==> config.mk <==
export PLATFORM = sky130hd
export DESIGN_NAME = bsxch_cell
export DESIGN_NICKNAME = d
export VERILOG_FILES = /design/src/hdl/bsxch_pkg.sv /design/src/hdl/bsxch_cell.sv
export SDC_FILE = /design/constraint.sdc
export NUM_CORES = 1
export LEC_CHECK = 0
export ABC_AREA = 1
export BUFFER_PORTS_ARGS = -buffer_cell sky130_fd_sc_hd__buf_2
export CAP_MARGIN = 10
export CELL_PAD_IN_SITES_DETAIL_PLACEMENT = 1
export CELL_PAD_IN_SITES_GLOBAL_PLACEMENT = 2
export CORE_AREA = 2 2 85 87
export DETAILED_ROUTE_END_ITERATION = 16
export DIE_AREA = 0 0 87 89
export MAX_ROUTING_LAYER = met4
export PLACE_DENSITY = 0.78
export SYNTH_ARGS = -nofsm -noshare
export SYNTH_HDL_FRONTEND = slang
export SYNTH_SLANG_ARGS = --single-unit
export TNS_END_PERCENT = 5
==> constraint.sdc <==
create_clock -name clk -period 0.9 [get_ports clk]
set_input_delay 0.135 -clock clk [delete_from_list [all_inputs] [get_ports clk]]
set_output_delay 0.135 -clock clk [all_outputs]
set_load 0.02 [all_outputs]
==> src/hdl/bsxch_pkg.sv <==
package bsxch_pkg;

    // field widths
    localparam int KIND_W  = 2;
    localparam int WORD_W  = 32;
    localparam int BIN_W   = 6;
    localparam int LAG_W   = 12;
    localparam int COUNT_W = 32;
    localparam int CH_W    = 5;
    localparam int CD_W    = 11;
    localparam int HW_W    = 5;

    // configuration port
    localparam int REG_IDX_W = 2;
    localparam int CFG_W     = CD_W;

    // smallest internal lag width, enough for center plus window on both sides
    localparam int LAG_MIN_W = 13;

    // default sizing
    localparam int MAX_HALF_WIDTH_DEF = 31;
    localparam int HISTORY_DEPTH_DEF  = 1056;
    localparam int SKIP_WORDS_DEF     = 3;

    // item kinds
    localparam logic [KIND_W-1:0] KIND_WORD = 2'd0;
    localparam logic [KIND_W-1:0] KIND_END  = 2'd1;
    localparam logic [KIND_W-1:0] KIND_DUMP = 2'd2;

    // register indexes
    localparam logic [REG_IDX_W-1:0] REG_CHANNEL_A       = 2'd0;
    localparam logic [REG_IDX_W-1:0] REG_CHANNEL_B       = 2'd1;
    localparam logic [REG_IDX_W-1:0] REG_CENTER_DISTANCE = 2'd2;
    localparam logic [REG_IDX_W-1:0] REG_HALF_WIDTH      = 2'd3;

    typedef struct packed {
        logic [KIND_W-1:0] kind;
        logic [WORD_W-1:0] word;
    } item_t;

    typedef struct packed {
        logic [BIN_W-1:0]        bin_index;
        logic signed [LAG_W-1:0] lag;
        logic [COUNT_W-1:0]      count;
        logic                    last_bin;
    } result_t;

    // control shared by every cell of the chain
    typedef struct packed {
        logic            step;
        logic            reload;
        logic            clear_hist;
        logic            dump_shift;
        logic            clear_count;
        logic            a_now;
        logic            b_now;
        logic [HW_W-1:0] width;
    } cell_ctl_t;

endpackage

==> src/hdl/bsxch_cell.sv <==
module bsxch_cell #(
    parameter int LW            = bsxch_pkg::LAG_MIN_W,
    parameter int HISTORY_DEPTH = bsxch_pkg::HISTORY_DEPTH_DEF,
    parameter int INDEX         = 0
) (
    input  logic                            clk,
    input  logic                            rst_n,
    input  bsxch_pkg::cell_ctl_t            ctl,
    input  logic signed [LW-1:0]            lag_base,
    input  logic                            a_in,
    input  logic                            b_in,
    input  logic [bsxch_pkg::COUNT_W-1:0]   count_in,
    output logic                            a_bit,
    output logic                            b_bit,
    output logic [bsxch_pkg::COUNT_W-1:0]   count
);

    localparam logic signed [LW-1:0] OFFSET    = LW'(INDEX);
    localparam logic signed [LW-1:0] DEPTH_S   = LW'(HISTORY_DEPTH);
    localparam logic signed [LW-1:0] NEG_DEPTH = -DEPTH_S;
    localparam logic signed [LW-1:0] LAG_ONE   = LW'(1);
    localparam logic signed [LW-1:0] LAG_MONE  = '1;
    localparam logic [bsxch_pkg::BIN_W:0] IDX_EXT = (bsxch_pkg::BIN_W + 1)'(INDEX);
    localparam bit HAS_BIN = (INDEX != 0);

    logic signed [LW-1:0]          lag;
    logic                          lag_zero;
    logic                          a_reach;
    logic                          b_reach;
    logic [bsxch_pkg::BIN_W:0]     two_w;
    logic                          active;
    logic                          hit;
    logic                          a_reg;
    logic                          a_next;
    logic                          b_reg;
    logic                          b_next;
    logic [bsxch_pkg::COUNT_W-1:0] count_reg;
    logic [bsxch_pkg::COUNT_W-1:0] count_next;

    // this cell watches pairs at lag tb - ta = lag
    assign lag      = lag_base + OFFSET;
    assign lag_zero = (lag == '0);
    assign a_reach  = !lag[LW-1] && !lag_zero && (lag <= DEPTH_S);
    assign b_reach  = lag[LW-1] && (lag >= NEG_DEPTH);
    assign two_w    = {1'b0, ctl.width, 1'b0};
    assign active   = HAS_BIN && (IDX_EXT < two_w);

    always_comb
    begin
        if (lag_zero)
        begin
            hit = active && ctl.a_now && ctl.b_now;
        end
        else
        begin
            hit = active && ((ctl.b_now && a_reg && a_reach) ||
                             (ctl.a_now && b_reg && b_reach));
        end
    end

    always_comb
    begin
        a_next     = a_reg;
        b_next     = b_reg;
        count_next = count_reg;
        if (ctl.clear_hist)
        begin
            a_next = 1'b0;
            b_next = 1'b0;
        end
        else if (ctl.step)
        begin
            // a lag of one takes the bit of the word just seen
            a_next = (lag == LAG_ONE) ? ctl.a_now : a_in;
            b_next = (lag == LAG_MONE) ? ctl.b_now : b_in;
        end
        else if (ctl.reload)
        begin
            a_next = a_in;
            b_next = b_in;
        end

        if (ctl.clear_count)
        begin
            count_next = '0;
        end
        else if (ctl.dump_shift)
        begin
            count_next = count_in;
        end
        else if (ctl.step && hit && (count_reg != '1))
        begin
            count_next = count_reg + 1'b1;
        end
    end

    always_ff @(posedge clk or negedge rst_n)
    begin
        if (!rst_n)
        begin
            a_reg     <= 1'b0;
            b_reg     <= 1'b0;
            count_reg <= '0;
        end
        else
        begin
            a_reg     <= a_next;
            b_reg     <= b_next;
            count_reg <= count_next;
        end
    end

    assign a_bit = a_reg;
    assign b_bit = b_reg;
    assign count = count_reg;

endmodule

Word level (Yosys, flattened, before mapping)
Index checks and enable logic that the tools add are counted.

Input port bits: 61. Logic and storage cells: 17. Register bits: 34. Output and inout bits: 34.

Reductions and logical operators: 2. Mux-type cells: 10. Equality and inequality tests: 2.

Operators by type and width (number): two-way mux 32 bit (2); equality test 13 x 1 -> 1 bit, second input constant (1); equality test 13 x 2 -> 1 bit, second input constant (1); two-way mux 1 bit (8); nonzero test 3 bit (1); nonzero test 2 bit (1).

Logic depth before layout (Yosys ltp)
Depth in word-level cells: 4. Mapped depth: 8. Mapped depth without buffers: 8.

Worst setup path before layout
OpenSTA, ideal clock, no wires.

Path type: input-to-reg. Start point: in ctl[8] (netlist bit). End point: reg count_reg (netlist bit count[0]). Required time: 0.826 ns. Setup time: 0.074 ns. Stages: 4. Path buffers: 2. Arrival time: 0.757 ns. Path slack: 0.069 ns. Path through: buf_2 or2_4 buf_6 o21ai_2.

Word-level cells in the longest chain between the ends: 1.

Ends and longest elaborated chain: from (decl) (line bsxch_cell.sv:8) `input bsxch_pkg::cell_ctl_t ctl,`; nonzero test 2 bit (no source line); to (signal assigned) (line bsxch_cell.sv:109) `count_reg <= count_next;`; to (decl) (line bsxch_cell.sv:37) `logic [bsxch_pkg::COUNT_W-1:0] count_reg;`.

No other way between the ends. A chain may end at the register's enable or synchronous reset.

Worst setup path after layout
Start point: reg count_reg (netlist bit count[20]). End point: out count[20] (netlist bit).

RTL lines: to (decl) (line bsxch_cell.sv:15) `output logic [bsxch_pkg::COUNT_W-1:0] count`.

No word-level cell between the ends.

==> results.rst <==
.. list-table::
   :header-rows: 1

   * - Metric
     - Value
   * - Run status
     - finished with violations
   * - Violated checks
     - setup timing
   * - TritonCTS sink count
     - 34
   * - Wire length on met3
     - between 200 and 300 microns
   * - Worst VDD drop
     - approximately 0.71 mV
   * - Endpoint required time on the critical path
     - 0.76 ns
   * - Global-route wire length before repair
     - around 7.5 mm
   * - Post-route total power
     - around 3.6 mW
   * - CTS H-tree lvls
     - 2
   * - Max reg flops
     - 32
   * - Fraction of layout cells with a size suffix above 1
     - 0.4826
   * - Fillcell total
     - approximately 830
   * - Final standard cell count with taps included and fillers excluded
     - roughly 370
   * - Capturing element type of the critical path
     - primary output
   * - Final core area utilization
     - 0.3708
   * - Synth top area cells
     - sky130_fd_sc_hd__dfrtp_1 51%, sky130_fd_sc_hd__o21ai_2 16%, sky130_fd_sc_hd__nand3_1 11%, sky130_fd_sc_hd__inv_1 9.0%, sky130_fd_sc_hd__nand2_1 4.3%
   * - Num ports
     - 95
   * - Most numerous cell in the Yosys netlist
     - sky130_fd_sc_hd__inv_1
   * - Clock-pin slew on the worst setup and hold paths
     - about 0.070 ns
   * - Share of the yosys chip area belonging to registers
     - 0.5105
   * - Share of flip-flops with an asynchronous set or reset
     - 1.000
   * - Largest area contributor in the synthesized netlist
     - sky130_fd_sc_hd__dfrtp_1
   * - Via count
     - between 1.5k and 2k
   * - Type of the setup path with the least slack
     - flip-flop to primary output
   * - Post-placement cell area
     - around 0.0023 sq mm
   * - Highest metal layer used by the detailed router
     - met4
   * - Initial Util
     - 0.2480
   * - Number of pins exceeding their max-slew limit in the final report
     - 0
   * - Area delta synth->final
     - 49.47%
   * - Per-cell routed wire length
     - around 13 microns
   * - Crit path max-delay family
     - flip-flops
   * - Avg Vias per Cell
     - roughly 4.4
   * - Number of enable flip-flop cells after synthesis
     - 0
   * - Port bufs
     - 89
   * - Max Freq
     - 1.025 GHz
   * - ANT nets after route
     - 0
   * - Met2 routed WL
     - between 2 and 2.5 mm
   * - Worst Path Arrival
     - around 0.84 ns
   * - FF+latch count, synth
     - 34
   * - Maximum fanout along the worst path
     - 2
   * - Site Rows
     - 30
   * - Iteration-0 DRC Markers
     - 30
   * - Standard cell with the maximum stage delay on the critical path
     - sky130_fd_sc_hd__dfrtp_1
   * - Number of buffer and inverter instances along the worst setup path
     - 1
   * - Gate Count Post-Synth
     - approximately 190
   * - Diodes inserted
     - 0
   * - Final setup skew
     - 0 ns
   * - Number of detailed-routing iterations run before antenna repair
     - 4
   * - Number of nets in the final layout
     - between 300 and 400
   * - Clk Tree Root Cell
     - sky130_fd_sc_hd__clkbuf_8
   * - Endpoints failing setup
     - 34
   * - Number of design rule violations left after detail routing
     - 0
   * - Total clock buffers created by CTS
     - 5
   * - Final Cycle Share
     - 1.084
   * - TritonCTS clock tree
     - yes
   * - Final critical-path required period
     - slightly below 1 ns
   * - Top post-synthesis cells by count
     - 40 x sky130_fd_sc_hd__inv_1, 35 x sky130_fd_sc_hd__nand3_1, 34 x sky130_fd_sc_hd__dfrtp_1
   * - Die W
     - about 87 microns
   * - Post-detail-place hpwl
     - ~3.5 mm
   * - Met1 routed wirelength after detailed routing
     - slightly above 2 mm
   * - Overall overflow remaining after global route
     - 0
   * - Cell breakdown of the critical path
     - buf_6
   * - Slowest cell delay on critical path
     - 0.41 ns
   * - Maximum number of pins on one net before global-route repair
     - 35
   * - Max-Slew Margin vs Limit
     - 0.8202
   * - Number of violations of the max-capacitance limit
     - 0
   * - Height of the die
     - approximately 89 microns
   * - GRT Util Overall
     - 0.1284
   * - Instance count after placement with tap cells included
     - about 360
   * - Slew at the pin closest to its max-slew limit
     - about 0.27 ns
   * - RSZ-0062 raised after global routing
     - yes
   * - Final worst-path setup slack
     - -0.07595 ns
   * - Bufs on Longest Clock Path
     - 2
   * - Aggregate negative setup slack
     - -1.832 ns
   * - Number of antenna violations at the first check in global routing
     - 0
   * - Nets in the synthesized netlist
     - 250
   * - HP Class
     - input pin to flip-flop
   * - Final Hold Fails
     - 0
   * - WL final
     - roughly 4.7 mm
   * - Netlist area before placement
     - approximately 0.0017 sq mm
   * - Warnings, synthesis
     - 0
   * - Commonest register cell after synthesis
     - sky130_fd_sc_hd__dfrtp_1
   * - Kind of start point of the critical path
     - flip-flop
   * - PwrDens
     - 1450 mW/mm^2
   * - Die area
     - just under 0.008 sq mm
   * - Vias in the first global route
     - between 1.5k and 2k
   * - Average instance area after synthesis
     - between 8 and 9 sq um
   * - Leak
     - 1.309 nW
   * - Fraction of synthesized cell area taken by the top area cell type
     - 0.5105
   * - Placeable core region
     - around 0.0067 sq mm
   * - Post-route cell area
     - roughly 0.0025 sq mm
   * - Count of unique library cells instantiated by Yosys
     - 16
   * - Later-pin clock latency in the skew report
     - 0.28 ns
   * - Global placer's final weighted congestion
     - approximately 0.71
routing by layer:
metal	vias up	track usage
met5	-	-
met1	762	0.1523
li1	785	-
met2	48	0.2144
met3	7	0.02770
met4	0	0.04830
layout make-up:
type	count	area [sq um]	area share
Sequential cell	34	850.8	0.3415
Timing Repair Buffer	101	694.4	0.2788
Multi-Input combinational cell	104	600.6	0.2411
Inverter	41	153.9	0.06178
Tap cell	80	100.1	0.04018
Clock buffer	7	86.33	0.03466
Clock inverter	1	5.005	0.002009
per-stage QoR:
step / worst slack, ns / hold slack [ns]
after floorplan: 0.06934 / -0.1606
after global placement: -0.03849 / 0.1125
after detailed placement: -0.06598 / 0.1160
after CTS: -0.08079 / 0.07878
after global routing: -0.1041 / 0.08765
final: -0.07595 / 0.08421
final timing paths:
check / start / depth (start not counted) / endpoint / slack, ns
max in group asynchronous: rst_n / 3 / count[26] / 0.38
min reg2reg: b_bit / 2 / b_bit / 0.51
max reg2reg: count[20] / 3 / count[20] / 0.14
max: count[20] / 1 / count[20] / -0.08
min in group asynchronous: rst_n / 3 / count[13] / 0.33
min: count_in[6] / 3 / count[6] / 0.08
cell families (layout without fill, tap and decap cells):
group           count (synthesis)  after routing  synth area share
simple gates                   71             71            0.1937
compound gates                 33             33            0.1667
flops                          34             34            0.5105
buf+inv                        51            150            0.1291
cell usage in the layout (no fill, tap or decap):
master,Yosys,final
sky130_fd_sc_hd__nand3_1,35,35
sky130_fd_sc_hd__buf_6,3,15
sky130_fd_sc_hd__o21ai_2,30,30
sky130_fd_sc_hd__nand2_1,19,19
sky130_fd_sc_hd__buf_2,1,74
sky130_fd_sc_hd__buf_12,0,5
sky130_fd_sc_hd__or2_4,1,1
sky130_fd_sc_hd__nand3b_1,1,1
sky130_fd_sc_hd__dfrtp_1,34,34
sky130_fd_sc_hd__clkbuf_8,0,6
sky130_fd_sc_hd__o21ai_1,3,3
sky130_fd_sc_hd__buf_4,0,6
sky130_fd_sc_hd__dlygate4sd3_1,0,1
sky130_fd_sc_hd__or2_1,1,1
sky130_fd_sc_hd__inv_1,40,40
sky130_fd_sc_hd__nor3_1,1,1
sky130_fd_sc_hd__nor2_1,13,13
sky130_fd_sc_hd__clkbuf_1,5,1
sky130_fd_sc_hd__clkinv_2,0,1
sky130_fd_sc_hd__inv_2,1,1
power breakdown:
| group | internal [mW] | total, mW | switching, mW |
|---|---|---|---|
| combinational | 0.341 | 0.756 | 0.415 |
| sequential | 1.61 | 1.67 | 0.0517 |
| clock | 0.618 | 1.19 | 0.572 |
timing repair:
item	CTS	global route
buffers inserted	0	3
hold buffers	1	0
hold endpoints to repair	34	0
endpoints found under the setup margin	34	34
resized for setup	16	14
No activity file was read; power rests on OpenSTA's default activity.
