==> config.mk <==
export PLATFORM = sky130hd
export DESIGN_NAME = bsxch_hist
export DESIGN_NICKNAME = d
export VERILOG_FILES = /design/src/hdl/bsxch_pkg.sv /design/src/hdl/bsxch_hist.sv
export SDC_FILE = /design/constraint.sdc
export NUM_CORES = 1
export LEC_CHECK = 0
export ABC_AREA = 1
export BUFFER_PORTS_ARGS = -buffer_cell sky130_fd_sc_hd__buf_2
export CELL_PAD_IN_SITES_DETAIL_PLACEMENT = 1
export CELL_PAD_IN_SITES_GLOBAL_PLACEMENT = 1
export CORE_MARGIN = 2
export CORE_UTILIZATION = 54
export DETAILED_ROUTE_END_ITERATION = 16
export PLACE_DENSITY_LB_ADDON = 0.1
export SYNTH_ARGS = -nofsm -noshare
export SYNTH_HDL_FRONTEND = slang
export SYNTH_SLANG_ARGS = --single-unit
==> constraint.sdc <==
create_clock -name clk -period 3.2 [get_ports clk]
set_input_delay 0.64 -clock clk [delete_from_list [all_inputs] [get_ports clk]]
set_output_delay 0.64 -clock clk [all_outputs]
set_load 0.005 [all_outputs]
==> src/hdl/bsxch_pkg.sv <==
package bsxch_pkg;

    // field widths
    localparam int KIND_W  = 2;
    localparam int WORD_W  = 32;
    localparam int BIN_W   = 6;
    localparam int LAG_W   = 12;
    localparam int COUNT_W = 32;
    localparam int CH_W    = 5;
    localparam int CD_W    = 11;
    localparam int HW_W    = 5;

    // configuration port
    localparam int REG_IDX_W = 2;
    localparam int CFG_W     = CD_W;

    // smallest internal lag width, enough for center plus window on both sides
    localparam int LAG_MIN_W = 13;

    // default sizing
    localparam int MAX_HALF_WIDTH_DEF = 31;
    localparam int HISTORY_DEPTH_DEF  = 1056;
    localparam int SKIP_WORDS_DEF     = 3;

    // item kinds
    localparam logic [KIND_W-1:0] KIND_WORD = 2'd0;
    localparam logic [KIND_W-1:0] KIND_END  = 2'd1;
    localparam logic [KIND_W-1:0] KIND_DUMP = 2'd2;

    // register indexes
    localparam logic [REG_IDX_W-1:0] REG_CHANNEL_A       = 2'd0;
    localparam logic [REG_IDX_W-1:0] REG_CHANNEL_B       = 2'd1;
    localparam logic [REG_IDX_W-1:0] REG_CENTER_DISTANCE = 2'd2;
    localparam logic [REG_IDX_W-1:0] REG_HALF_WIDTH      = 2'd3;

    typedef struct packed {
        logic [KIND_W-1:0] kind;
        logic [WORD_W-1:0] word;
    } item_t;

    typedef struct packed {
        logic [BIN_W-1:0]        bin_index;
        logic signed [LAG_W-1:0] lag;
        logic [COUNT_W-1:0]      count;
        logic                    last_bin;
    } result_t;

    // control shared by every cell of the chain
    typedef struct packed {
        logic            step;
        logic            reload;
        logic            clear_hist;
        logic            dump_shift;
        logic            clear_count;
        logic            a_now;
        logic            b_now;
        logic [HW_W-1:0] width;
    } cell_ctl_t;

endpackage

==> src/hdl/bsxch_hist.sv <==
module bsxch_hist #(
    parameter int DEPTH = bsxch_pkg::HISTORY_DEPTH_DEF,
    localparam int AW = $clog2(DEPTH)
) (
    input  logic          clk,
    input  logic          wr_en,
    input  logic [AW-1:0] wr_addr,
    input  logic          wr_bit,
    input  logic [AW-1:0] rd_addr,
    output logic          rd_bit
);

    logic mem [DEPTH];
    logic rd_bit_reg;

    // a read of the address being written returns the new bit
    always_ff @(posedge clk)
    begin
        if (wr_en)
        begin
            mem[wr_addr] <= wr_bit;
        end
        if (wr_en && (wr_addr == rd_addr))
        begin
            rd_bit_reg <= wr_bit;
        end
        else
        begin
            rd_bit_reg <= mem[rd_addr];
        end
    end

    assign rd_bit = rd_bit_reg;

endmodule

Yosys cells after proc, flatten, opt, wreduce, memory -nomap -nowiden. Memories as Yosys holds them, arrays and structs flattened. A register that Yosys moved wholly into a read port is not among the register bits. Cells that the tools add are included.

Register bits: 0. Bits in writable memories: 1056. Input port bits: 25. Output and inout port bits: 1. Logic and storage cells: 3. Memories kept: 1.

Multiplexer cells: 2.

Memory list: mem (words 1056, bits a word 1, read ports 1, clocked after memory_dff 1, wr ports 1, RTL line bsxch_hist.sv:13) `logic mem [DEPTH];`.

Operators with widths (number): $mux 1 (2).

Longest topological paths before layout. Gate-level depths: netlist of the first run.

Depth after elaboration: 2. Gate-level depth with buffers: 18. Depth with buffers taken out: 15.

Least setup slack after synthesis of the first run. Ideal clock, no wire load.

Path kind: reg2out. Start: register (tool-made name). End: output port rd_bit. Arrival time: 1.599 ns. Data required time: 2.560 ns. Path slack: 0.961 ns. Cell stages (with the launch flop): 19. Buffers on the path: 3. Cell sequence: dfxtp_1 -> buf_6 -> inv_8 -> buf_6 -> buf_6 -> nand2_1 -> nand3_1 -> nand3_1 -> nand3_1 -> nand3_1 -> nand3_1 -> nand2_1 -> nand2_1 -> nand3_1 -> nand3_1 -> nand3b_1 -> nand2_1 -> nand2_1 -> nand2_1.

RTL lines: end, declared (RTL line bsxch_hist.sv:10) `output logic rd_bit`.

==> flow_summary.ini, run 1 <==
[timing]
report.final.setup_viol = 1
final_critical_path_setup_slack_ns = -0.664
period_share = 1.21
rsz0062_at_grt = true
worst-slew-pin-transition_ns = 0.872
max_freq_ghz = 0.259
maxSlewViolCount = 0
fin_tns_setup_ns = -0.664
relSlewSlack = 0.418
final_hold_fails = 0
timing.final.crit_period_ns = 3.86

[final_layout]
largest_reg_flops = 1056
layout-drive-gt1-share = 0.123
layout.cell_area.non_filler_um2 = 55700
n_fill_cell = 9345
sequential_cell_area_um2 = 31900
nets_finish = 4868
register_name_with_the_most_flops = mem
areaGrowthSynthToFinish_pct = 15.6
combined_area_of_the_multi_input_logic_cells_um2 = 14300
reg.largest.list = mem (1056)

[yosys]
synth.cell_area_um2 = 48200
syn-mean-instance-area_um2 = 9.95
synth.lib_cells_used.distinct = 23
synthDominantAreaCellType = sky130_fd_sc_hd__edfxtp_1
mappedNetlistNets = 4870
sequential_cell_area_fraction_in_the_yosys_report = 0.662
yosysWarningCount = 0
yosys-top-cells-area = sky130_fd_sc_hd__edfxtp_1 66%, sky130_fd_sc_hd__nand3_1 11%, sky130_fd_sc_hd__nand2_1 8.8%, sky130_fd_sc_hd__nor2_1 8.6%, sky130_fd_sc_hd__clkbuf_1 1.7%
synth_top_area_frac = 0.658
syn_inst = 4845
post_synthesis_register_bit_count = 1067

[die]
floorplan.initialDensity = 0.545
number_of_top_level_design_ports = 26
die-width_um = 303
rows = 109
die_area_um2 = 91700
die_h_um = 303
floorplan.core_area_um2 = 88400

[worst_setup_path]
type_of_the_worst_setup_path = register to output port
critPathCaptureType = output port
worstPathRequired_ns = 2.56
critical_path_arrival_ns = 3.22
critical_path_peak_fanout = 7
worst_setup_path_start_kind = register

[global_routing]
grt-ovfl-total = 0
grt_max_degree = 126
grtUsageTotal = 0.361
grt_first_pass_wirelength_um = 243000
first_global_vias = 38900
antenna_found_initial = 3

[route]
route.final.wire_length_um = 174000
vias_after_detailed_routing = 38500
avgViaCountPerCell = 6.32
drtAntennaViolNets = 0
post-route-drc-count = 0
initialDrtViolationCount = 4601
firstDrtPassIters = 6
avgRoutedWirePerCell_um = 28.6

[power_and_ir_drop]
cellLeakagePower_nw = 18.9
swShare = 0.237
net-switching-power_w = 0.00717
cell_internal_pwr_w = 0.0231
sequential_fraction_of_design_power = 0.507
powerDensity_nw_per_um2 = 544
power.combinational.fraction = 0.080
worst_ir_drop_vdd_uv = 450
portion_of_total_power_attributed_to_the_clock_network = 0.413

[placement]
hpwlAfterDp_um = 87400
gp_routability_congestion = 0.825
pre_cts_slack_ns = -0.0226
postPlaceCellArea_um2 = 50500
numPortBuffers = 25

[min_path]
hp-start = rd_addr[6]
min-delay-path-class = input pin to register
worst_hold_path.num_cells = 1

[clock_network]
cts.path.max_buffers = 3
tritoncts = done
numClockSinks = 1067
ctsHtreeMaxLevel = 3
clock-root-buffer = sky130_fd_sc_hd__clkbuf_16
number_of_buffers_inserted_by_hold_repair_at_cts = 0
clk_transition_reported_paths_ns = 0.06
cts_buffers = 111

[run_status]
violations = setup timing
outcome = finished, violations left

[run]
drv_cap = 0
==> area by class of cell <==
type                            instances  area share
Sequential cell                      1067       0.573
Multi-Input combinational cell       3292       0.257
Timing Repair Buffer                  310      0.0770
Clock buffer                          151      0.0553
Tap cell                             1165      0.0262
Clock inverter                         47     0.00581
Inverter                               58     0.00480
Timing Repair inverter                  3    0.000875
Antenna cell                            3    0.000135
==> power groups by stage <==
stage / Sequential (W) / Combinational (W) / Clock, W
floorplan: 0.0157 / 0.00107 / 0
global route: 0.0154 / 0.00253 / 0.0131
finish: 0.0154 / 0.00241 / 0.0125
detailed placement: 0.0157 / 0.00201 / 0
CTS: 0.0154 / 0.00211 / 0.0125
global placement: 0.0157 / 0.00195 / 0
==> what timing repair did <==
item / in CTS / in global routing
setup buffers: 5 / 11
endpoints found under the setup margin: 1 / 1
cloned: 7 / 31
gates resized for setup: 27 / 129
pin swaps: 1 / 29
==> how the worst max path moves through the flow <==
stage,end,slack (ns),depth (start not counted)
after floorplan,rd_bit,0.96,18
after global placement,rd_bit,0.04,18
after detailed placement,rd_bit,-0.02,18
after CTS,rd_bit,-0.62,18
after global routing,rd_bit,-0.75,19
final,rd_bit,-0.66,19
==> synthesized netlist by cell type <==
cell type and instances:
sky130_fd_sc_hd__clkbuf_1 214, sky130_fd_sc_hd__a32o_1 1, sky130_fd_sc_hd__inv_1 56, sky130_fd_sc_hd__a21oi_1 1, sky130_fd_sc_hd__nand3_1 1016, sky130_fd_sc_hd__nor2_1 1106, sky130_fd_sc_hd__edfxtp_1 1056, sky130_fd_sc_hd__o221ai_1 6
sky130_fd_sc_hd__dfxtp_1 11, sky130_fd_sc_hd__o22ai_1 1, sky130_fd_sc_hd__inv_8 1, sky130_fd_sc_hd__nand2_1 1128, sky130_fd_sc_hd__buf_4 45, sky130_fd_sc_hd__buf_2 100, sky130_fd_sc_hd__o21ai_0 14, sky130_fd_sc_hd__buf_6 56
sky130_fd_sc_hd__o211ai_1 1, sky130_fd_sc_hd__inv_2 1, sky130_fd_sc_hd__nor3_1 15, sky130_fd_sc_hd__nand3b_1 1, sky130_fd_sc_hd__nand4_1 1, sky130_fd_sc_hd__nor3_2 1, sky130_fd_sc_hd__buf_1 13
==> layer usage <==
| layer | share of wire | routed length (um) | vias to the layer above | GRT usage |
|---|---|---|---|---|
| met5 | 0.000057 | 10 | - | 0 |
| met4 | 0.056 | 9690 | 2 | 0.182 |
| met3 | 0.096 | 16700 | 535 | 0.0664 |
| met2 | 0.49 | 85300 | 2117 | 0.609 |
| met1 | 0.36 | 62300 | 19500 | 0.447 |
| li1 | - | - | 16300 | - |
==> through the flow <==
stage	hold slack (ns)	util	power [W]	cells
2_1_floorplan	0.668	-	0.0167	4845
3_3_place_gp	0.742	0.572	0.0176	5841
3_5_place_dp	0.744	0.572	0.0177	5841
4_1_cts	0.0257	0.614	0.0300	6051
5_1_grt	0.0398	0.631	0.0310	6093
6_report	0.0483	0.631	0.0303	6096
==> cells in the final DEF (no fill, tap or decap), types with 7 or more instances in the layout <==
master	n
sky130_fd_sc_hd__buf_12	86
sky130_fd_sc_hd__buf_16	20
sky130_fd_sc_hd__buf_2	24
sky130_fd_sc_hd__buf_4	138
sky130_fd_sc_hd__buf_6	12
sky130_fd_sc_hd__clkbuf_1	29
sky130_fd_sc_hd__clkbuf_16	141
sky130_fd_sc_hd__clkbuf_8	7
sky130_fd_sc_hd__clkinv_1	18
sky130_fd_sc_hd__clkinv_2	22
sky130_fd_sc_hd__edfxtp_1	1056
sky130_fd_sc_hd__inv_1	53
sky130_fd_sc_hd__nand2_1	1083
sky130_fd_sc_hd__nand2_2	42
sky130_fd_sc_hd__nand3_1	930
sky130_fd_sc_hd__nand3_2	82
sky130_fd_sc_hd__nor2_1	1106
sky130_fd_sc_hd__nor3_1	15
sky130_fd_sc_hd__o21ai_0	14
==> critical path: stages (launching register included) <==
cell and delay (ns):
sky130_fd_sc_hd__dfxtp_4 0.39, sky130_fd_sc_hd__buf_12 0.18, sky130_fd_sc_hd__buf_12 0.18, sky130_fd_sc_hd__buf_12 0.16
sky130_fd_sc_hd__clkbuf_16 0.16, sky130_fd_sc_hd__nand2_1 0.06, sky130_fd_sc_hd__nand3_1 0.10, sky130_fd_sc_hd__nand3_1 0.11
sky130_fd_sc_hd__nand3_2 0.09, sky130_fd_sc_hd__nand3_1 0.12, sky130_fd_sc_hd__nand3_2 0.15, sky130_fd_sc_hd__nand2_4 0.08
sky130_fd_sc_hd__nand2_2 0.07, sky130_fd_sc_hd__nand3_2 0.13, sky130_fd_sc_hd__nand3_2 0.12, sky130_fd_sc_hd__nand3_1 0.09
sky130_fd_sc_hd__nand2_2 0.13, sky130_fd_sc_hd__nand2_1 0.07, sky130_fd_sc_hd__nand2_1 0.05, sky130_fd_sc_hd__buf_2 0.10
==> cells by family after synthesis <==
| family | count (synthesis) | share of synthesized area |
|---|---|---|
| AOI/OAI and AO/OA | 24 | 0.00314 |
| buffers and inverters | 486 | 0.0528 |
| DFF | 1067 | 0.662 |
| and+or+nand+nor | 3268 | 0.282 |
Note: power is estimated with default switching activity, not from simulation.
==> run 2, diff against run 1 <==
Clock period 3.2 ns to 4.92 ns, I/O delays scaled along.
==> flow_summary.ini, run 2 (synthesized netlist as in run 1, its figures left out) <==
[run_status]
outcome = finished, final reports clean

[worst_setup_path]
cp_max_stage_delay_ns = 0.67
critical_path_peak_fanout = 37
worstPathRequired_ns = 3.94
critical_path.slowest_cell = sky130_fd_sc_hd__inv_4
critical_path_arrival_ns = 3.91
crit_path_cell_trace = inv_4 > buf_4 > nand3_1 > nand3_1 > nand3_1 > nand2_2 > nand2_1 > nand3_1 > nand3_1 > nand3b_1 > nand2_1 > nand2_1 > nand2_1 > buf_2
critPathCaptureType = output port
crit_top_cell = sky130_fd_sc_hd__nand3_1
worst_setup_path_start_kind = register
type_of_the_worst_setup_path = register to output port

[final_layout]
nets_finish = 4712
layout.cells.non_filler = 5944
most_frequent_cells_in_the_layout = 1,106 x sky130_fd_sc_hd__nor2_1, 1,095 x sky130_fd_sc_hd__nand2_1, 1,056 x sky130_fd_sc_hd__edfxtp_1
largest_reg_flops = 1056
n_fill_cell = 9543
areaGrowthSynthToFinish_pct = 8.94
layout-drive-gt1-share = 0.0726
final_common_cell = sky130_fd_sc_hd__nor2_1
diodes = 0
reg.largest.list = mem (1056)
register_name_with_the_most_flops = mem

[power_and_ir_drop]
cellLeakagePower_nw = 17.3
portion_of_total_power_attributed_to_the_clock_network = 0.430
worst_ir_drop_vdd_uv = 301
sequential_fraction_of_design_power = 0.509
powerDensity_nw_per_um2 = 374
net-switching-power_w = 0.00451
swShare = 0.229
cell_internal_pwr_w = 0.0151
power.combinational.fraction = 0.061

[clock_network]
cts_buffers = 114
clk_transition_reported_paths_ns = 0.06
ctsHtreeMaxLevel = 3
tritoncts = done
clock-root-buffer = sky130_fd_sc_hd__clkbuf_16
cts.path.max_buffers = 3
number_of_buffers_inserted_by_hold_repair_at_cts = 0
numClockSinks = 1067

[die]
die_area_um2 = 91700
floorplan.core_area_um2 = 88400
floorplan.initialDensity = 0.545
number_of_top_level_design_ports = 26
rows = 109
die-width_um = 303
die_h_um = 303

[min_path]
min-delay-path-class = input pin to register
worst_hold_path.num_cells = 1

[timing]
maxSlewViolCount = 0
relSlewSlack = 0.113
max_freq_ghz = 0.204
fin_tns_setup_ns = 0
timing.final.crit_period_ns = 4.90
period_share = 0.996
final_hold_fails = 0
worst-slew-pin-transition_ns = 1.33
report.final.setup_viol = 0

[route]
vias_after_detailed_routing = 36800
route.final.wire_length_um = 156000
avgRoutedWirePerCell_um = 26.3
post-route-drc-count = 0
firstDrtPassIters = 5
avgViaCountPerCell = 6.20
initialDrtViolationCount = 4079
drtAntennaViolNets = 0

[placement]
numPlacedInstances = 5728
numPortBuffers = 25
hpwlAfterDp_um = 78400
gp_routability_congestion = 0.799

[global_routing]
grtUsageTotal = 0.342
antenna_found_initial = 4
grt_first_pass_wirelength_um = 232000
grt_max_degree = 169
first_global_vias = 37800
grt-ovfl-total = 0

[run]
drv_cap = 0
[run 2: cell types whose count changed in the layout (fill, tap and decap cells not counted), sizes merged]
| cell | delta |
|---|---|
| clkinvlp | +1 |
| buf | -132 |
| diode | -3 |
| bufbuf | -1 |
| bufinv | +6 |
| inv | -2 |
| clkinv | +12 |
| clkbuf | -33 |
[run 2: cell type report]
type                    count  area [um^2]  share of cell area
clock buffers             143         3050              0.0580
clock inverters            65          547              0.0104
inverters                  58          259             0.00493
multi-input cells        3292        13800               0.263
flip-flops and latches   1067        31900               0.608
well taps                1165         1460              0.0278
repair buffers            152         1400              0.0266
repair inverters            2         27.5            0.000524
[run 2: routing by layer]
layer  GRT usage  share of wire
met1       0.439           0.39
met2       0.585           0.49
met3      0.0506          0.072
met4       0.136          0.040
met5           0              0
[run 2: repair_timing]
action	in CTS	in global routing
cloned	1	2
pin swaps	0	0
buffers inserted	0	5
resized for setup	0	4
endpoints found under the setup margin	1	1
[run 2: final timing paths]
path,slack (ns),end,from
worst max-delay path,0.02,rd_bit,register
worst min-delay path,0.37,register,rd_addr[6]
[run 2: power by group through the flow]
stage | registers (W) | logic, W | clock network [W]
after global routing | 0.0100 | 0.00128 | 0.00882
after detailed placement | 0.0102 | 0.00116 | 0
final | 0.0100 | 0.00120 | 0.00844
after global placement | 0.0102 | 0.00113 | 0
after floorplan | 0.0102 | 0.000696 | 0
after CTS | 0.0100 | 0.00117 | 0.00850
[run 2: stage by stage]
step | area [um^2] | power, W | utilization | hold slack, ns | setup WS, ns
2_1_floorplan | 48200 | 0.0109 | - | 1.01 | 2.34
3_3_place_gp | 48800 | 0.0113 | 0.552 | 1.09 | 0.780
3_5_place_dp | 48800 | 0.0114 | 0.552 | 1.09 | 0.714
4_1_cts | 52400 | 0.0197 | 0.593 | 0.353 | 0.00509
5_1_grt | 52500 | 0.0201 | 0.594 | 0.358 | -0.00381
6_report | 52500 | 0.0196 | 0.594 | 0.373 | 0.0219
[run 2: critical path, delay by kind of cell (launching register included)]
family | cells | cell delay, ns
buf+inv | 3 | 1.18
simple gates | 11 | 1.47
flops | 1 | 0.52
